`config.mk`:
```
export PLATFORM = sky130hd
export DESIGN_NAME = stft_ctrl
export DESIGN_NICKNAME = d
export VERILOG_FILES = /design/src/rtl/stft_pkg.sv /design/src/rtl/stft_ctrl.sv
export SDC_FILE = /design/constraint.sdc
export NUM_CORES = 1
export LEC_CHECK = 0
export BUFFER_PORTS_ARGS = -buffer_cell sky130_fd_sc_hd__buf_2
export CAP_MARGIN = 20
export CORE_AREA = 10 10 47 49
export DETAILED_ROUTE_END_ITERATION = 10
export DIE_AREA = 0 0 57 59
export PLACE_DENSITY_LB_ADDON = 0.2
export SYNTH_ARGS = -nofsm -noshare
export SYNTH_HDL_FRONTEND = slang
export SYNTH_SLANG_ARGS = --single-unit
```
`constraint.sdc`:
```
create_clock -name i_clk -period 2.7 [get_ports i_clk]
set_input_delay 0 -clock i_clk [delete_from_list [all_inputs] [get_ports i_clk]]
set_output_delay 0 -clock i_clk [all_outputs]
set_load 0.01 [all_outputs]
```
`src/rtl/stft_pkg.sv`:
```
// shared types and constants for the sparse triplet transpose block
// payload structs, store entry, controller states, command and status bundles
// no dependencies
package stft_pkg;

    localparam int ROW_W = 6;
    localparam int VAL_W = 32;
    localparam int CFG_W = 7;
    localparam logic [CFG_W-1:0] CFG_RESET = 7'd64;

    typedef struct packed {
        logic [ROW_W-1:0]        term_row;
        logic [ROW_W-1:0]        term_col;
        logic signed [VAL_W-1:0] term_value;
        logic                    term_last;
    } t_term;

    typedef struct packed {
        logic [ROW_W-1:0]        out_row;
        logic [ROW_W-1:0]        out_col;
        logic signed [VAL_W-1:0] out_value;
        logic                    out_last;
    } t_result;

    // one stored triplet, used by both term and result stores
    typedef struct packed {
        logic [ROW_W-1:0]        row;
        logic [ROW_W-1:0]        col;
        logic signed [VAL_W-1:0] value;
    } t_entry;

    typedef enum logic [2:0] {
        S_IDLE,
        S_FLUSH,
        S_PREFIX,
        S_SCATTER,
        S_SDRAIN,
        S_EMIT,
        S_EDRAIN
    } t_state;

    typedef struct packed {
        logic load;
        logic prefix;
        logic scatter;
        logic emit;
        logic idx_clr;
        logic clear;
    } t_cmd;

    typedef struct packed {
        logic empty;
        logic idx_last_col;
        logic idx_last_term;
        logic pipe_busy;
    } t_stat;

endpackage

```
`src/rtl/stft_ctrl.sv`:
```
// sequencer for the transpose: load, prefix sum, scatter, emit, clear
// drives the datapath through t_cmd and watches t_stat; uses stft_pkg
module stft_ctrl (
    input  logic           i_clk,
    input  logic           i_rst_n,
    input  logic           i_start,
    input  logic           i_last,
    input  stft_pkg::t_stat i_stat,
    output stft_pkg::t_cmd  o_cmd,
    output logic           o_busy
);
    import stft_pkg::*;

    t_state r_state;
    t_state n_state;

    always_ff @(posedge i_clk) begin
        if (!i_rst_n) begin
            r_state <= S_IDLE;
        end else begin
            r_state <= n_state;
        end
    end

    always_comb begin
        n_state = r_state;
        unique case (r_state)
            S_IDLE: begin
                if (i_start && i_last) n_state = S_FLUSH;
            end
            S_FLUSH: begin
                n_state = i_stat.empty ? S_IDLE : S_PREFIX;
            end
            S_PREFIX: begin
                if (i_stat.idx_last_col) n_state = S_SCATTER;
            end
            S_SCATTER: begin
                if (i_stat.idx_last_term) n_state = S_SDRAIN;
            end
            S_SDRAIN: begin
                if (!i_stat.pipe_busy) n_state = S_EMIT;
            end
            S_EMIT: begin
                if (i_stat.idx_last_term) n_state = S_EDRAIN;
            end
            S_EDRAIN: begin
                n_state = S_IDLE;
            end
            default: begin
                n_state = S_IDLE;
            end
        endcase
    end

    always_comb begin
        o_cmd  = '0;
        o_busy = 1'b1;
        unique case (r_state)
            S_IDLE: begin
                o_busy     = 1'b0;
                o_cmd.load = i_start;
            end
            S_FLUSH: begin
                // last term's count write lands this cycle
                o_cmd.clear   = i_stat.empty;
                o_cmd.idx_clr = !i_stat.empty;
            end
            S_PREFIX: begin
                o_cmd.prefix  = 1'b1;
                o_cmd.idx_clr = i_stat.idx_last_col;
            end
            S_SCATTER: begin
                o_cmd.scatter = 1'b1;
                o_cmd.idx_clr = i_stat.idx_last_term;
            end
            S_SDRAIN: begin
            end
            S_EMIT: begin
                o_cmd.emit = 1'b1;
            end
            S_EDRAIN: begin
                o_cmd.clear = 1'b1;
            end
            default: begin
            end
        endcase
    end

    a_no_scatter_empty: assert property (@(posedge i_clk) disable iff (!i_rst_n)
        o_cmd.scatter |-> !i_stat.empty)
        else $error("scatter issued with no stored terms");

    a_emit_after_drain: assert property (@(posedge i_clk) disable iff (!i_rst_n)
        (r_state == S_EMIT) |-> !i_stat.pipe_busy)
        else $error("emit overlaps scatter pipeline");

    a_clear_to_idle: assert property (@(posedge i_clk) disable iff (!i_rst_n)
        o_cmd.clear |=> (r_state == S_IDLE))
        else $error("clear not followed by idle");

endmodule

```
==> results of run 1 <==
[Yosys cell counts, drive strengths merged]
cell type / instances
and3: 2
o22ai: 1
inv: 2
a21oi: 4
o211ai: 1
buf: 2
o21ai: 3
and2b: 1
nand3: 1
nand3b: 2
nor2: 5
dfxtp: 3
nand2b: 5
nand2: 4
nand4b: 1
nor2b: 1
and2: 1
[worst max-delay path by stage]
| stage | start | to | slack, ns | cells past startpoint |
|---|---|---|---|---|
| detailed placement | r_state[2] | r_state[1] | 1.61 | 4 |
| finish | r_state[1] | o_cmd[1] | 1.41 | 5 |
| global placement | r_state[2] | r_state[1] | 1.59 | 4 |
| CTS | r_state[1] | o_cmd[1] | 1.41 | 5 |
| floorplan | r_state[1] | r_state[1] | 1.70 | 5 |
| global route | r_state[0] | o_cmd[1] | 1.31 | 5 |
[metrics by stage]
| step | hold slack (ns) | power (mW) |
|---|---|---|
| after floorplan | 0.122 | 0.0714 |
| after detailed placement | 0.258 | 0.0838 |
| after global placement | 0.255 | 0.0837 |
| after CTS | 0.0214 | 0.163 |
| after global routing | 0.0441 | 0.168 |
| final | 0.0245 | 0.160 |
[power by group through the flow]
stage | Sequential, mW | Combinational, mW | Clock, mW
after global placement | 0.0509 | 0.0328 | 0
after CTS | 0.0504 | 0.0329 | 0.0797
after global routing | 0.0512 | 0.0359 | 0.0812
after detailed placement | 0.0511 | 0.0327 | 0
after floorplan | 0.0474 | 0.0240 | 0
final | 0.0504 | 0.0321 | 0.0772
[layer usage]
layer  part of all wire  wire length (um)
met1               0.46               359
met2               0.48               370
met5                  0                 0
met3              0.057                44
met4                  0                 0
[final cells by class]
| class | instances | area, sq um |
|---|---|---|
| Fill cell | 171 | 1030 |
| Multi-Input combinational cell | 32 | 188 |
| Timing Repair Buffer | 14 | 70.1 |
| Sequential cell | 3 | 60.1 |
| Clock buffer | 4 | 26.3 |
| Tap cell | 16 | 20.0 |
| Inverter | 2 | 7.51 |
[kinds of logic (layout without fill, tap and decap cells)]
family,Yosys count,count (layout),synth area share
and+or+nand+nor,23,23,0.475
DFF,3,3,0.219
buffers and inverters,4,20,0.0959
AOI/OAI and AO/OA,9,9,0.210
==> flow_metrics.env, run 1 <==
export IMPL_final_layout_size_suffix_gt1_frac=0.400
export IMPL_internal_power_uw=117
export IMPL_nNetsFinal=64
export IMPL_clock_power_share=0.483
export IMPL_fin_crit_ns=1.29
export IMPL_synth_yosys_warnings=0
export IMPL_routed_wire_length_per_instance_um=10.9
export IMPL_worst_setup_skew_after_layout_ns=0.000614
export IMPL_layout_commonest_cell="sky130_fd_sc_hd__buf_2"
export IMPL_drv_slew=0
export IMPL_timing_setup_tns_ns=0
export IMPL_post_cts_setup_buffers=0
export IMPL_worst_path_largest_cell_delay_ns=0.49
export IMPL_worst_skew_pair_late_latency_ns=0.23
export IMPL_startpoint_type="flop"
export IMPL_crit_arrival_ns=1.29
export IMPL_placedCellCount=67
export IMPL_placedInstanceArea_sq_um=345
export IMPL_largest_register_ff_count=3
export IMPL_number_of_antenna_violations_at_the_first_check_in_global_routing=0
export IMPL_tritoncts_num_buffers=3
export IMPL_viasPerCell=4.46
export IMPL_holdPathEnd="r_state[2]"
export IMPL_post_synthesis_cell_type_count=22
export IMPL_synth_top_cell_area_share=0.219
export IMPL_critical_path_peak_fanout=9
export IMPL_post_synth_top_area_cell="sky130_fd_sc_hd__dfxtp_1"
export IMPL_design_die_area_sq_mm=0.00336
export IMPL_drt_initial_drc_count=2
export IMPL_p_sw_uw=42.4
export IMPL_share_of_the_clock_period_used_by_the_worst_path_after_layout=0.478
export IMPL_cts_root_buffer_cell="sky130_fd_sc_hd__clkbuf_4"
export IMPL_pin_count_of_the_biggest_net_entering_global_routing=11
export IMPL_routed_via_count=317
export IMPL_final_core_util=0.265
export IMPL_p_per_area_mw_per_mm2=430
export IMPL_finalHoldViolations=0
export IMPL_critical_path_reg2reg_endpoint="r_state[1]"
export IMPL_setup_ws_ns=1.41
export IMPL_mappedNetlistArea_sq_um=274
export IMPL_timing_worst_setup_path_type="flop to output port"
export IMPL_global_route_usage_met2=0.0682
export IMPL_place_gp_congestion=0.746
export IMPL_die_width_um=57
export IMPL_instance_count_of_the_mapped_netlist=39
export IMPL_comb_power_share=0.201
export IMPL_first_pass_grt_wire_length_um=1220
export IMPL_hold_start="i_rst_n"
export IMPL_grt_overflow_total=0
export IMPL_most_common_layout_cells="14 x sky130_fd_sc_hd__buf_2, 5 x sky130_fd_sc_hd__nor2_1, 4 x sky130_fd_sc_hd__nand2_1, 4 x sky130_fd_sc_hd__nand2b_1"
export IMPL_worstPathBufferInverterCount=1
export IMPL_finalNonFillerCells=71
export IMPL_top_register="r_state"
export IMPL_ctsResizeCount=0
export IMPL_worst_path_max_delay_cell="sky130_fd_sc_hd__dfxtp_1"
export IMPL_globalRouteMet3Util=0.0129
export IMPL_max_clock_freq_mhz=774
export IMPL_ant_diodes=0
export IMPL_cts_sinks=3
export IMPL_crit_path_cell_trace="nand2b_1, nor2_1, a21oi_1, nor2_1, buf_2"
export IMPL_seqPwrFrac=0.316
export IMPL_worst_hold_path_num_cells=2
export IMPL_worstHoldPathType="input pin to flop"
export IMPL_wl_um=774
export IMPL_quantity_of_hold_fixing_buffers_added_after_cts=0
export IMPL_power_switching_fraction=0.265
export IMPL_syn_avg_cell_area_sq_um=7.03
export IMPL_worst_path_most_repeated_cell="sky130_fd_sc_hd__nor2_1"
export IMPL_numPortBuffers=14
export IMPL_placement_rows=14
export IMPL_synth_fp_nets=47
export IMPL_drt_pass1_iterations=7
export IMPL_top_regs="r_state x3"
export IMPL_htree_num_levels=1
export IMPL_area_delta_synth_final_pct=35.6
export IMPL_grt_pass1_vias=306
export IMPL_r2r_cells=4
export IMPL_grt_util_all_layers=0.0423
export IMPL_floorplan_io_pins=15
export IMPL_flop_and_latch_count_out_of_synthesis=3
export IMPL_dp_final_hpwl_um=631
export IMPL_detail_route_drc_violations=0
export IMPL_grt_util_met1=0.0496
export IMPL_slew_limit_headroom=0.792
export IMPL_status="finished clean"
export IMPL_max_cap_violations=0
export IMPL_report_final_setup_viol=0
export IMPL_floorplan_core_area_sq_mm=0.00140
export IMPL_clkSlewWorstSetupHoldPaths_ns=0.04
export IMPL_cp_data_required_time_ns=2.70
export IMPL_grt_setup_unrepaired="false"
export IMPL_power_leakage_nw=0.186
export IMPL_drtAntennaViolNets=0
export IMPL_design_area_sq_um=372
export IMPL_ir_worst_vdd_mv=0.150
export IMPL_top_cell_family_by_delay_on_the_critical_path="flip-flops"
export IMPL_grt_busiest_layer="met2"
export IMPL_cts_buffer_depth=2
export IMPL_tightest_slew_ns=0.312
export IMPL_critPathCaptureType="output port"
export IMPL_synth_yosys_seq_area_share=0.219
export IMPL_floorplan_initialDensity=0.196
export IMPL_clock_tree_from_tritoncts="built"
export IMPL_die_height_um=59
export IMPL_place_ws_ns=1.61
export IMPL_synth_top_area_cells="sky130_fd_sc_hd__dfxtp_1 22%, sky130_fd_sc_hd__nand2b_1 9.1%, sky130_fd_sc_hd__nor2_1 6.8%"
export IMPL_reg2reg_setup_slack_ns=1.62
export IMPL_crit_reg2reg_launch="r_state[1]"
No activity file was read; power rests on OpenSTA's default activity.
==> inputs of run 2 (changes only) <==
==> constraint.sdc (replaced) <==
create_clock -name i_clk -period 1.3 [get_ports i_clk]
set_input_delay 0 -clock i_clk [delete_from_list [all_inputs] [get_ports i_clk]]
set_output_delay 0 -clock i_clk [all_outputs]
set_load 0.01 [all_outputs]
==> run 2 against run 1 <==
Net effect: power is 110% higher; combinational power increased by 110%; clock power grew 100%; design area increased by 0.67%; via count is 2.2% lower; highest routed layer unchanged.
==> flow_metrics.env, run 2 (synthesis gave the netlist of run 1 again) <==
export IMPL_cts_buffer_depth=2
export IMPL_worstHoldPathType="input pin to flop"
export IMPL_htree_num_levels=1
export IMPL_ir_worst_vdd_mv=0.264
export IMPL_numPortBuffers=14
export IMPL_power_leakage_nw=0.187
export IMPL_area_delta_synth_final_pct=36.5
export IMPL_floorplan_initialDensity=0.196
export IMPL_tightest_slew_ns=0.259
export IMPL_status="finished clean"
export IMPL_largest_register_ff_count=3
export IMPL_clkSlewWorstSetupHoldPaths_ns=0.04
export IMPL_startpoint_type="flop"
export IMPL_placedInstanceArea_sq_um=345
export IMPL_worst_path_largest_cell_delay_ns=0.40
export IMPL_floorplan_core_area_sq_mm=0.00140
export IMPL_cts_root_buffer_cell="sky130_fd_sc_hd__clkbuf_4"
export IMPL_ctsResizeCount=0
export IMPL_most_common_layout_cells="14 x sky130_fd_sc_hd__buf_2, 5 x sky130_fd_sc_hd__nor2_1, 4 x sky130_fd_sc_hd__nand2_1, 4 x sky130_fd_sc_hd__nand2b_1"
export IMPL_grt_setup_unrepaired="false"
export IMPL_timing_worst_setup_path_type="flop to output port"
export IMPL_crit_path_cell_trace="nand2b_1, nor2_1, a21oi_1, nor2_1, buf_2"
export IMPL_viasPerCell=4.37
export IMPL_finalHoldViolations=0
export IMPL_place_gp_congestion=0.744
export IMPL_drv_slew=0
export IMPL_grt_util_all_layers=0.0427
export IMPL_finalNonFillerCells=71
export IMPL_floorplan_io_pins=15
export IMPL_pin_count_of_the_biggest_net_entering_global_routing=11
export IMPL_cts_sinks=3
export IMPL_placedCellCount=67
export IMPL_die_width_um=57
export IMPL_top_cell_family_by_delay_on_the_critical_path="flip-flops"
export IMPL_num_fill_cells=179
export IMPL_nNetsFinal=64
export IMPL_max_clock_freq_mhz=854
export IMPL_slew_limit_headroom=0.827
export IMPL_grt_overflow_total=0
export IMPL_routed_wire_length_per_instance_um=10.7
export IMPL_share_of_the_clock_period_used_by_the_worst_path_after_layout=0.901
export IMPL_drtAntennaViolNets=0
export IMPL_dp_final_hpwl_um=639
export IMPL_crit_arrival_ns=1.17
export IMPL_post_cts_setup_buffers=0
export IMPL_worstPathBufferInverterCount=1
export IMPL_max_cap_violations=0
export IMPL_tritoncts_num_buffers=3
export IMPL_p_per_area_mw_per_mm2=883
export IMPL_detail_route_drc_violations=0
export IMPL_critical_path_peak_fanout=9
export IMPL_worst_skew_pair_late_latency_ns=0.23
export IMPL_timing_setup_tns_ns=0
export IMPL_critPathCaptureType="output port"
export IMPL_top_register="r_state"
export IMPL_final_layout_size_suffix_gt1_frac=0.436
export IMPL_drt_initial_drc_count=11
export IMPL_quantity_of_hold_fixing_buffers_added_after_cts=0
export IMPL_design_area_sq_um=374
export IMPL_worst_path_most_repeated_cell="sky130_fd_sc_hd__nor2_1"
export IMPL_post_route_hold_slack_ns=0.0267
export IMPL_grt_pass1_vias=297
export IMPL_ant_diodes=0
export IMPL_die_height_um=59
export IMPL_number_of_antenna_violations_at_the_first_check_in_global_routing=0
export IMPL_layout_commonest_cell="sky130_fd_sc_hd__buf_2"
export IMPL_drt_pass1_iterations=3
export IMPL_top_regs="r_state x3"
export IMPL_report_final_setup_viol=0
export IMPL_worst_path_max_delay_cell="sky130_fd_sc_hd__dfxtp_2"
export IMPL_design_die_area_sq_mm=0.00336
export IMPL_placement_rows=14
export IMPL_wl_um=760
export IMPL_worst_setup_skew_after_layout_ns=0.00351
export IMPL_fin_crit_ns=1.17
export IMPL_routed_via_count=310
export IMPL_first_pass_grt_wire_length_um=1200
export IMPL_cp_data_required_time_ns=1.30
export IMPL_clock_tree_from_tritoncts="built"
[run 2: layout make-up]
class,count,area (sq um),share of cell area
Inverter,2,7.51,0.0201
Tap cell,16,20.0,0.0535
Sequential cell,3,62.6,0.167
Multi-Input combinational cell,32,188,0.502
Clock buffer,4,26.3,0.0702
Timing Repair Buffer,14,70.1,0.187
[run 2: through the flow]
stage	util	setup slack, ns	total power [mW]
floorplan	-	0.304	0.148
detailed placement	0.246	0.208	0.174
CTS	0.265	0.00390	0.338
global placement	0.246	0.189	0.174
finish	0.267	0.129	0.330
global route	0.267	0.0130	0.352
[run 2: report_power, final]
part | leakage, nW | total [mW] | internal (mW) | switching, mW
clock network | 0.0150 | 0.158 | 0.115 | 0.0437
registers | 0.0252 | 0.105 | 0.0971 | 0.00827
logic | 0.146 | 0.0666 | 0.0326 | 0.0341
[run 2: final timing paths]
path / slack [ns] / to / cells past startpoint / start
max: 0.13 / o_cmd[1] / 5 / r_state[1]
min: 0.03 / r_state[2] / 2 / i_rst_n
max reg2reg: 0.23 / r_state[1] / 4 / r_state[2]
min reg2reg: 0.52 / r_state[1] / 2 / r_state[1]
[run 2: routing by layer]
layer	GRT usage	vias to the layer above	wire length (um)
met5	0	-	0
met4	0.0302	0	0
li1	-	166	-
met3	0.0107	0	29
met2	0.0636	8	366
met1	0.0520	136	364
[run 2: worst reg2reg max path, delay by kind of cell, from the launching register on]
family	cells	cell delay, ns
AO/OA/AOI/OAI	1	0.17
AND/OR/NAND/NOR	3	0.42
flip-flops	1	0.37
